### config.mk
export PLATFORM = sky130hd
export DESIGN_NAME = chacha20_stream_cipher_core
export DESIGN_NICKNAME = d
export VERILOG_FILES = /design/src/design/chacha_pkg.sv /design/src/design/chacha_fifo.sv /design/src/design/chacha_round.sv /design/src/design/chacha20_stream_cipher_core.sv
export SDC_FILE = /design/constraint.sdc
export NUM_CORES = 2
export LEC_CHECK = 0
export BUFFER_PORTS_ARGS = -buffer_cell sky130_fd_sc_hd__buf_2
export CORE_ASPECT_RATIO = 2
export CORE_UTILIZATION = 50
export CTS_CLUSTER_SIZE = 24
export DETAILED_ROUTE_END_ITERATION = 8
export PLACE_DENSITY = 0.69
export SYNTH_ARGS = -nofsm -noshare
export SYNTH_HDL_FRONTEND = slang
export SYNTH_SLANG_ARGS = --single-unit
### constraint.sdc
create_clock -name clk_i -period 14.85 [get_ports clk_i]
set_clock_uncertainty 0.2 [all_clocks]
set_input_delay 0 -clock clk_i [delete_from_list [all_inputs] [get_ports clk_i]]
set_output_delay 0 -clock clk_i [all_outputs]
set_load 0.01 [all_outputs]
### src/design/chacha_pkg.sv
// ----------------------------------------------------------------------------
// ChaCha20 package
// Shared constants and types for the stream cipher core.
// ----------------------------------------------------------------------------
package chacha_pkg;

  localparam int unsigned CfgIdxW = 3;

  localparam logic [CfgIdxW-1:0] RegKey01   = 3'd0;
  localparam logic [CfgIdxW-1:0] RegKey23   = 3'd1;
  localparam logic [CfgIdxW-1:0] RegKey45   = 3'd2;
  localparam logic [CfgIdxW-1:0] RegKey67   = 3'd3;
  localparam logic [CfgIdxW-1:0] RegNonce01 = 3'd4;
  localparam logic [CfgIdxW-1:0] RegNonce2  = 3'd5;
  localparam logic [CfgIdxW-1:0] RegCounter = 3'd6;

  localparam logic [31:0] Sigma0 = 32'h61707865;
  localparam logic [31:0] Sigma1 = 32'h3320646e;
  localparam logic [31:0] Sigma2 = 32'h79622d32;
  localparam logic [31:0] Sigma3 = 32'h6b206574;

  // Byte entry passed from the front queue to the back end
  typedef struct packed {
    logic [7:0] data;
    logic       last;
  } byte_item_t;

  function automatic logic [31:0] rotl(input logic [31:0] v, input int unsigned n);
    rotl = (v << n) | (v >> (32 - n));
  endfunction

endpackage

### src/design/chacha_fifo.sv
// ----------------------------------------------------------------------------
// ChaCha front queue
// Two-entry queue that accepts input bytes independent of the back end.
// ----------------------------------------------------------------------------
module chacha_fifo import chacha_pkg::*; (
  input  logic       clk_i,
  input  logic       rst_ni,
  input  logic       in_valid_i,
  output logic       in_ready_o,
  input  byte_item_t in_item_i,
  output logic       out_valid_o,
  input  logic       out_ready_i,
  output byte_item_t out_item_o
);

  byte_item_t mem_q [2];
  logic       wr_ptr_q, rd_ptr_q;
  logic [1:0] count_q;
  logic       push, pop;

  assign in_ready_o  = (count_q != 2'd2);
  assign out_valid_o = (count_q != 2'd0);
  assign out_item_o  = mem_q[rd_ptr_q];
  assign push = in_valid_i && in_ready_o;
  assign pop  = out_valid_o && out_ready_i;

  // Store payload
  always_ff @(posedge clk_i) begin
    if (push) mem_q[wr_ptr_q] <= in_item_i;
  end

  // Advance pointers and fill count
  always_ff @(posedge clk_i or negedge rst_ni) begin
    if (!rst_ni) begin
      wr_ptr_q <= 1'b0;
      rd_ptr_q <= 1'b0;
      count_q  <= 2'd0;
    end else begin
      if (push) wr_ptr_q <= ~wr_ptr_q;
      if (pop)  rd_ptr_q <= ~rd_ptr_q;
      count_q <= count_q + {1'b0, push} - {1'b0, pop};
    end
  end

endmodule

### src/design/chacha_round.sv
// ----------------------------------------------------------------------------
// ChaCha block engine
// Runs one quarter round per cycle on the 16-word state, then feed-forward.
// ----------------------------------------------------------------------------
module chacha_round import chacha_pkg::*; #(
  parameter int unsigned DoubleRounds = 10
) (
  input  logic           clk_i,
  input  logic           rst_ni,
  input  logic           start_i,
  input  logic [511:0]   init_i,
  output logic           done_o,
  output logic [511:0]   block_o
);

  localparam int unsigned StepW = $clog2(DoubleRounds * 8 + 1);

  typedef enum logic [1:0] {StIdle, StRound, StAdd} state_e;

  state_e             state_q;
  logic [StepW-1:0]   step_q;
  logic [31:0]        w_q [16];
  logic [3:0]         ia, ib, ic, id;
  logic [31:0]        a0, b0, c0, d0, a1, b1, c1, d1, a2, b2, c2, d2;
  logic [2:0]         qsel;

  assign qsel = step_q[2:0];

  // Select lanes of this quarter round
  always_comb begin
    case (qsel)
      3'd0: begin ia = 4'd0; ib = 4'd4; ic = 4'd8;  id = 4'd12; end
      3'd1: begin ia = 4'd1; ib = 4'd5; ic = 4'd9;  id = 4'd13; end
      3'd2: begin ia = 4'd2; ib = 4'd6; ic = 4'd10; id = 4'd14; end
      3'd3: begin ia = 4'd3; ib = 4'd7; ic = 4'd11; id = 4'd15; end
      3'd4: begin ia = 4'd0; ib = 4'd5; ic = 4'd10; id = 4'd15; end
      3'd5: begin ia = 4'd1; ib = 4'd6; ic = 4'd11; id = 4'd12; end
      3'd6: begin ia = 4'd2; ib = 4'd7; ic = 4'd8;  id = 4'd13; end
      default: begin ia = 4'd3; ib = 4'd4; ic = 4'd9; id = 4'd14; end
    endcase
  end

  // Quarter round datapath
  always_comb begin
    a0 = w_q[ia] + w_q[ib];
    d0 = rotl(w_q[id] ^ a0, 16);
    c0 = w_q[ic] + d0;
    b0 = rotl(w_q[ib] ^ c0, 12);
    a1 = a0 + b0;
    d1 = rotl(d0 ^ a1, 8);
    c1 = c0 + d1;
    b1 = rotl(b0 ^ c1, 7);
    a2 = a1; b2 = b1; c2 = c1; d2 = d1;
  end

  always_ff @(posedge clk_i) begin
    case (state_q)
      StIdle: begin
        if (start_i) begin
          for (int i = 0; i < 16; i++) w_q[i] <= init_i[32*i +: 32];
        end
      end
      StRound: begin
        w_q[ia] <= a2; w_q[ib] <= b2; w_q[ic] <= c2; w_q[id] <= d2;
      end
      StAdd: begin
        for (int i = 0; i < 16; i++) w_q[i] <= w_q[i] + init_i[32*i +: 32];
      end
      default: ;
    endcase
  end

  // Sequence the rounds
  always_ff @(posedge clk_i or negedge rst_ni) begin
    if (!rst_ni) begin
      state_q <= StIdle;
      step_q  <= '0;
      done_o  <= 1'b0;
    end else begin
      done_o <= 1'b0;
      case (state_q)
        StIdle: begin
          step_q <= '0;
          if (start_i) state_q <= StRound;
        end
        StRound: begin
          step_q <= step_q + 1'b1;
          if (step_q == StepW'(DoubleRounds * 8 - 1)) state_q <= StAdd;
        end
        StAdd: begin
          state_q <= StIdle;
          done_o  <= 1'b1;
        end
        default: state_q <= StIdle;
      endcase
    end
  end

  for (genvar g = 0; g < 16; g++) begin : g_out
    assign block_o[32*g +: 32] = w_q[g];
  end

endmodule

### src/design/chacha20_stream_cipher_core.sv
// ----------------------------------------------------------------------------
// ChaCha20 stream cipher core
// XORs message bytes with the ChaCha20 keystream.
// ----------------------------------------------------------------------------
// Usage: write key, nonce and counter through cfg_* (index 0..6) while idle;
// any write to index 0..6 restarts the keystream, index 6 also reloads the block counter.
// Bytes enter on in_* (valid/ready) into a two-entry queue; the back end
// takes one, XORs it with the current keystream byte and places the result
// in an output register drained on out_* (valid/ready).
// The back end handles one byte at a time while a keystream block is valid. The first byte of
// each block waits for the block engine: DOUBLE_ROUNDS*8 quarter rounds, then the
// feed-forward add, one quarter round per cycle in a single shared unit.
// A byte marked last, or the 64th byte of a block, advances the counter.
// Reset clears the configuration and control registers to zero and drops queued bytes.
// A stalled receiver holds out_valid_o with stable payload; the queue fills
// and then in_ready_o drops.
// ----------------------------------------------------------------------------
module chacha20_stream_cipher_core import chacha_pkg::*; #(
  parameter int unsigned DOUBLE_ROUNDS = 10
) (
  input  logic               clk_i,
  input  logic               rst_ni,
  input  logic               cfg_valid_i,
  output logic               cfg_ready_o,
  input  logic [CfgIdxW-1:0] cfg_index_i,
  input  logic [63:0]        cfg_data_i,
  input  logic               in_valid_i,
  output logic               in_ready_o,
  input  logic [7:0]         data_byte_i,
  input  logic               end_of_message_i,
  output logic               out_valid_o,
  input  logic               out_ready_i,
  output logic [7:0]         out_byte_o,
  output logic               out_last_o
);

  typedef enum logic [1:0] {StWait, StGen, StXor} state_e;

  logic [63:0] key01_q, key23_q, key45_q, key67_q, nonce01_q;
  logic [31:0] nonce2_q, counter_q;
  logic [5:0]  pos_q;
  logic        bvalid_q;
  state_e      state_q;
  logic        gen_start, gen_done;
  logic [511:0] init_w, blk_w;
  byte_item_t  in_item, q_item;
  logic        q_valid, q_ready;
  logic        cfg_fire;

  assign cfg_ready_o = 1'b1;
  assign cfg_fire    = cfg_valid_i;
  assign in_item     = '{data: data_byte_i, last: end_of_message_i};

  chacha_fifo u_fifo (
    .clk_i, .rst_ni,
    .in_valid_i, .in_ready_o, .in_item_i(in_item),
    .out_valid_o(q_valid), .out_ready_i(q_ready), .out_item_o(q_item)
  );

  assign init_w = {nonce2_q, nonce01_q, counter_q, key67_q, key45_q, key23_q,
                   key01_q, Sigma3, Sigma2, Sigma1, Sigma0};

  // The engine holds the finished block until the next start
  chacha_round #(.DoubleRounds(DOUBLE_ROUNDS)) u_round (
    .clk_i, .rst_ni, .start_i(gen_start), .init_i(init_w),
    .done_o(gen_done), .block_o(blk_w)
  );

  assign gen_start = (state_q == StWait) && q_valid && !bvalid_q;
  assign q_ready   = (state_q == StXor) && (!out_valid_o || out_ready_i);

  // Config, back-end sequencer and output register
  always_ff @(posedge clk_i or negedge rst_ni) begin
    if (!rst_ni) begin
      key01_q <= '0; key23_q <= '0; key45_q <= '0; key67_q <= '0;
      nonce01_q <= '0; nonce2_q <= '0; counter_q <= '0;
      pos_q <= '0; bvalid_q <= 1'b0; state_q <= StWait;
      out_valid_o <= 1'b0; out_byte_o <= '0; out_last_o <= 1'b0;
    end else begin
      if (out_valid_o && out_ready_i) out_valid_o <= 1'b0;
      case (state_q)
        StWait: begin
          if (q_valid) state_q <= bvalid_q ? StXor : StGen;
        end
        StGen: begin
          if (gen_done) begin
            bvalid_q <= 1'b1;
            pos_q    <= '0;
            state_q  <= StXor;
          end
        end
        StXor: begin
          if (q_ready) begin
            out_valid_o <= 1'b1;
            out_byte_o  <= q_item.data ^ blk_w[{pos_q, 3'b000} +: 8];
            out_last_o  <= q_item.last;
            pos_q       <= pos_q + 6'd1;
            if (pos_q == 6'd63 || q_item.last) begin
              counter_q <= counter_q + 32'd1;
              bvalid_q  <= 1'b0;
              pos_q     <= '0;
            end
            state_q <= StWait;
          end
        end
        default: state_q <= StWait;
      endcase
      if (cfg_fire) begin
        case (cfg_index_i)
          RegKey01:   key01_q   <= cfg_data_i;
          RegKey23:   key23_q   <= cfg_data_i;
          RegKey45:   key45_q   <= cfg_data_i;
          RegKey67:   key67_q   <= cfg_data_i;
          RegNonce01: nonce01_q <= cfg_data_i;
          RegNonce2:  nonce2_q  <= cfg_data_i[31:0];
          RegCounter: counter_q <= cfg_data_i[31:0];
          default: ;
        endcase
        if (cfg_index_i <= RegCounter) begin
          bvalid_q <= 1'b0;
          pos_q    <= '0;
        end
      end
    end
  end

endmodule

==> results by stage, run 1 <==
Placement:
- At the end of routability-driven placement, the weighted congestion stood at 1.30.
- The detailed-placement wirelength estimate is 327 mm.
- The worst slack at placement is ~0.048 ns.
- Input and output buffers added on the ports amount to 91.

Synthesis:
- By area the synthesized netlist is led by edfxtp_1 (21%), dfrtp_1 (14%), ha_1 (8.6%).
- The portion of synthesized area spent on multiplexers is 12.6%.
- Counting distinct cell types in the post-synthesis netlist gives 101.
- By area, the combinational part of the netlist is dominated by compound AO/OA/AOI/OAI gates.
- The part of the Yosys area used for sequential elements is 35.0%.
- edfxtp_1 takes more of the synthesized area than any other cell.
- The most used flip-flop cell after synthesis is edfxtp_1.
- After technology mapping, the gate count stands at 7,797.
- The fraction of the mapped netlist area in simple logic gates is about an eighth.
- The number of warning messages in the yosys log is 0.
- Yosys mapped a number of flops with a built-in enable equal to 530.
- The total nets after synthesis is 8,409.
- For this run, asynchronously set or reset flops after synthesis account for approximately 44%.
- A synthesized cell averages 9.66 um^2.
- The synthesized netlist devotes 8.98% of its cell area to adder and majority cells.
- After synthesis, the largest area contributor takes up 21.1% of total cell area.
- After synthesis the netlist holds a flip-flop and latch count of between 900 and 1,000.
- The synthesized-area fraction occupied by ao, oa, aoi and oai cells is 19.7%.
- Summing the areas of all xor and xnor instances in the mapped netlist gives between 7 and 8% of the synthesized area.
- The area of the mapped netlist is 75,300 um^2.

Clocking:
- The master cell of the clock root buffer is clkbuf_16.
- The number of buffers on the longest clock path is 3.
- The clock buffer count from CTS is between 90 and 100.
- The clock net in this run drives a total of 947 sinks.
- The H-tree generated during clock tree synthesis spans 3 levels.

GRT:
- The overall fraction of global-route tracks in use is around 64%.
- For this run the aggregate overflow at the end of global routing stands at 453.
- The number of global-route vias before repair is 77,700.
- The first global-routing pass estimated 687 mm of wire.
- The pin count of the biggest net entering global routing is 131.

Status:
- The flow halted during global routing.
- The tool reported: "[ERROR GRT-0116] Global routing finished with congestion. Check the congestion regions in the DRC Viewer".
- The run stopped with a tool error.

Floorplanning:
- The chip width is 276 um.
- Row generation in the floorplan step produced 201 rows.
- For this configuration, the core starts out at a cell density of 50.3%.
- Measured along the y axis, the die boundary spans 551 um.
- For this design the top-level I/O count stands at 93.
-- logic make-up after synthesis --
logic type / count (synthesis)
XOR/XNOR: 646
buffers and inverters: 556
AO/OA/AOI/OAI: 2339
adder cells (fa/ha/maj): 531
other: 1
AND/OR/NAND/NOR: 2150
multiplexers: 627
flip-flops: 947
-- metal layers --
layer | track usage (%) | overflow
met5 | 7.54 | 0
met4 | 66.1 | 200
met3 | 37.6 | 3
met2 | 88.6 | 249
met1 | 63.0 | 1
-- Yosys cell counts, drive strengths merged, types with 223 or more instances --
| cell type | number |
|---|---|
| a21oi | 717 |
| clkbuf | 315 |
| dfrtp | 417 |
| edfxtp | 530 |
| ha | 515 |
| mux2 | 354 |
| mux4 | 223 |
| nand2 | 727 |
| nor2 | 633 |
| o21ai | 461 |
| xnor2 | 379 |
| xor2 | 257 |
-- through the flow --
step	utilization, %	area (um^2)	cells	hold WS [ns]
after detailed placement	53.0	79300	9729	-0.0511
after global placement	53.0	79300	9729	-0.0724
after CTS	55.9	83600	10000	0.0286
after floorplan	-	75300	7797	-0.496
-- timing repair --
action / CTS
buffers inserted: 0
hold buffers: 94
resized for setup: 0
endpoints found under the hold margin: 649
==> run 2: changes to the inputs <==
--- a/config.mk
+++ b/config.mk
@@ -6,11 +6,9 @@
 export NUM_CORES = 2
 export LEC_CHECK = 0
 export BUFFER_PORTS_ARGS = -buffer_cell sky130_fd_sc_hd__buf_2
-export CORE_ASPECT_RATIO = 2
-export CORE_UTILIZATION = 50
-export CTS_CLUSTER_SIZE = 24
+export CORE_UTILIZATION = 35
 export DETAILED_ROUTE_END_ITERATION = 8
-export PLACE_DENSITY = 0.69
+export PLACE_DENSITY_LB_ADDON = 0.15
 export SYNTH_ARGS = -nofsm -noshare
 export SYNTH_HDL_FRONTEND = slang
 export SYNTH_SLANG_ARGS = --single-unit
==> results by stage, run 2 <==
Status:
- The flow ran to the end, and the final reports show no timing, DRC or antenna violations.

Floorplanning:
- The chip width is 466 um.
- 93 I/O pins were placed.
- The number of cell rows is 169.
- For this configuration, the core starts out at a cell density of 35.4%.
- The die area is ~220,000 um^2.
- The total area inside the core boundary comes to between 200,000 and 250,000 um^2.
- From bottom edge to top edge, the die measures 466 um.

Detailed routing:
- In the final routed layout, each cell accounts on average for 34.0 um.
- After the first detailed-routing iteration, the DRC count stood at 8,856.
- For this run, design rule violations remaining after detail routing come to 0.
- Before antenna repair, the detailed router went through 8 iterations.
- The number of routed nets with antenna violations is 0.
- Using the TritonRoute via totals, the vias-per-cell ratio works out to 6.22.
- The detailed router placed ~68,000 vias in this run.
- The total length of routed wires is 374 mm.

Cells and area:
- The number of fill cells in the layout is between 20,000 and 25,000.
- After the flow finishes, the layout carries non-filler instances totaling between 10,000 and 15,000.
- The register with the most flip-flops in the final layout is u_round.w_q.
- The register with the most flip-flops in the layout has between 500 and 600 of them.
- The most frequent standard cell in the layout excluding fill and tap cells is nand2_1.
- The final layout net count is 8,632.
- In the layout the commonest cells are nand2_1 (726), a21oi_1 (717), nor2_1 (624).
- After routing the design area is 85,600 um^2.
- The post-route netlist has roughly 15% of its cells at a drive strength greater than 1.
- The post-synthesis to final-layout area growth is 13.7%.

Clocking:
- The clock passes through at most 3 buffers.
- The root buffer cell chosen for the clock tree is clkbuf_16.
- The clock drives 947 sinks.
- TritonCTS built the clock tree.
- The later pin in the worst-skew pair is clocked with a latency of 0.84 ns.
- The maximum level of the CTS H-tree is 3.
- In this run, CTS created clock tree buffers numbering ~120.
- After clock tree synthesis, the clock-pin slew on the worst setup and hold paths is 0.06 ns.

Placement:
- After detailed placement, the design holds a cell count of 10,600.
- The worst slack at placement is between 0.1 and 0.15 ns.
- Routability-driven placement finished with a final weighted congestion of 1.06.
- Port buffering added 91 buffers.
- The detailed-placement wirelength estimate is 289 mm.
- The placed instances occupy a cell area of 80,200 um^2.

Setup path:
- The setup path with the least slack is of type reg -> reg.
- For the worst flop-to-flop path, the logic depth is 55.
- On the critical path, the stage with the largest delay is an instance of mux4_2.
- The launch instance of the worst register-to-register path is u_round.step_q[0].
- On the worst path, the slowest cell contributes a delay of 0.59 ns.
- The internal reg-to-reg setup slack is 0.49 ns.
- The worst setup path is captured at a flip-flop.
- At the worst endpoint, the arrival time is 14.72 ns.
- Tracing the worst setup path back leads to its startpoint at u_round.step_q[0].
- The largest fanout on the critical path is 18.
- The critical path startpoint category is a flip-flop.
- The endpoint identified for the worst register-to-register timing path is u_round.w_q[7][3].
- At the worst endpoint, the required time is around 15 ns.

GRT:
- The sum of overflow across all layers after global routing is 0.
- Global routing consumed, over all layers together, 33.6% of the routing resources.
- The pin count of the biggest net entering global routing is 81.
- The first global-routing pass estimated 511 mm of wire.
- The number of global-route vias before repair is between 60,000 and 70,000.
- The initial antenna violation count is 62.

Run:
- The number of maximum-capacitance constraint violations is 0.

Timing:
- The accumulated negative setup slack is 0 ns.
- The max-slew violation total from the final report came to 0.
- The headroom to the max-slew limit is between 20% and 30%.
- The number of failing hold endpoints at the final stage is 0.
- Based on the critical path, the design can be clocked at up to 0.0696 GHz.
- Of the available clock period, the critical path in the final layout requires 96.7%.
- For the pin with the worst max-slew slack, the measured transition is 1.18 ns.
- The post-route minimum period is between 10 and 15 ns.
- Setup violations remaining at the end of the flow were counted as 0.
- Setup slack on the critical path of the routed design comes to 0.487 ns.

Synthesis:
- Synthesis instantiated 101 different standard cells from the library.
- The share of flip-flops with an asynchronous set or reset after synthesis is 44.0%.
- Among all cell types in the netlist, the one instantiated most often is nand2_1.
- Summing the areas of all compound-gate instances in the mapped netlist gives roughly a fifth of the synthesized area.
- Ranked by instance count, the synthesized netlist is headed by nand2_1 (727), a21oi_1 (717), nor2_1 (632).
- In this run, synthesis produced a sequential element count of between 900 and 1,000.
- Yosys mapped a number of flops with a built-in enable equal to 530.
- The total nets after synthesis is around 8,400.
- After synthesis, flip-flops and latches occupy about a third of the total area.
- After synthesis, the share of cell area in mux cells is 12.6%.
- The number of warning messages in the yosys log is 0.
- The cell area that synthesis handed to floorplanning was 75,300 um^2.
- The fraction of the mapped netlist area in simple logic gates is between 10% and 20%.
- The cell count after synthesis came out at 7,797.
- A synthesized cell averages 9.66 um^2.
- Of the total synthesized cell area, the portion taken by full adders, half adders and majority gates is 8.98%.
- The synthesized design devotes to its leading area cell type 21.1% of total area.
- The top cell type by total area after synthesis is edfxtp_1.
- Of the total synthesized cell area, the portion taken by XOR and XNOR cells is 7.73%.
- Yosys attributes the largest share of cell area to edfxtp_1 (21%), dfrtp_1 (14%), ha_1 (8.6%).
- The dominant combinational cell family by area after synthesis is compound AO/OA/AOI/OAI gates.
- For this run, the leading register cell type out of synthesis is edfxtp_1.

Worst hold path:
- The origin of the worst min-delay path is cfg_valid_i.
- The terminating pin of the worst hold path is pos_q[4].
- The path type of the worst min-delay path is in -> reg.
- The worst hold path passes through 5 cells.

Power and ir drop:
- The analysis attributes to cell leakage a power of 0.0341 uW.
- The maximum VDD drop is approximately 100 uV.
- Power spread over the standard cell area amounts to 105 nW/um^2.
-- run 2: cell counts after synthesis --
No cell type changed its count.
-- run 2: worst max-delay path by stage --
stage,endpoint,slack [ns],cells past startpoint
3_5_place_dp,u_round.w_q[7][3],0.12,50
4_1_cts,u_round.w_q[7][3],0.08,53
2_1_floorplan,u_round.w_q[6][3],1.79,53
5_1_grt,u_round.w_q[6][6],-0.03,55
6_report,u_round.w_q[7][3],0.49,55
3_3_place_gp,u_round.w_q[7][3],0.38,51
-- run 2: area by class of cell --
type                       instances  area (um^2)  area share (%)
inverter                         197          744           0.869
clock buffer                     158         3350            3.91
multi-input combinational       6294        47200            55.1
clock inverter                    70          817           0.954
tap                             2821         3530            4.12
timing repair buffer             461         3520            4.12
antenna                           50          125           0.146
sequential                       947        26400            30.8
-- run 2: repair_timing --
item / CTS / global route
hold buffers: 101 / 0
setup buffers: 0 / 1
setup endpoints to repair: 0 / 139
gates resized for setup: 0 / 26
endpoints found under the hold margin: 641 / 0
-- run 2: report_power, final --
part,internal [uW],leakage [uW],switching [uW]
Sequential,3120,0.00980,233
Clock,1830,0.00202,1310
Combinational,1170,0.0223,1360
-- run 2: through the flow --
step	power, uW	util, %	hold WS [ns]
floorplan	5250	-	-0.496
detailed placement	5850	37.7	-0.130
CTS	9030	40.1	0.0312
finish	9020	40.2	0.0867
global placement	5810	37.7	-0.128
global route	9470	40.2	0.0296
-- run 2: cells by family after synthesis --
group / after synthesis
AO/OA/AOI/OAI: 2339
buffers and inverters: 556
adder cells (fa/ha/maj): 531
other: 1
multiplexers: 627
flip-flops: 947
AND/OR/NAND/NOR: 2150
XOR/XNOR: 646
-- run 2: critical path: cells and delay by family (launching register included) --
family | cells | cell delay, ns
compound gates | 23 | 6.07
simple gates | 11 | 2.06
fa+ha+maj | 5 | 1.69
xor+xnor | 7 | 1.67
buf+inv | 8 | 1.33
mux | 1 | 0.59
flops | 1 | 0.48
-- run 2: per-layer routing --
metal | share of wire (%) | global-route usage [%] | vias to the layer above
met5 | 0.071 | 0 | -
met4 | 5.8 | 18.6 | 36
met3 | 10 | 8.10 | 702
met2 | 42 | 47.9 | 3799
met1 | 42 | 46.3 | 34100
li1 | - | - | 29800
Note: power is estimated with default switching activity, not from simulation.
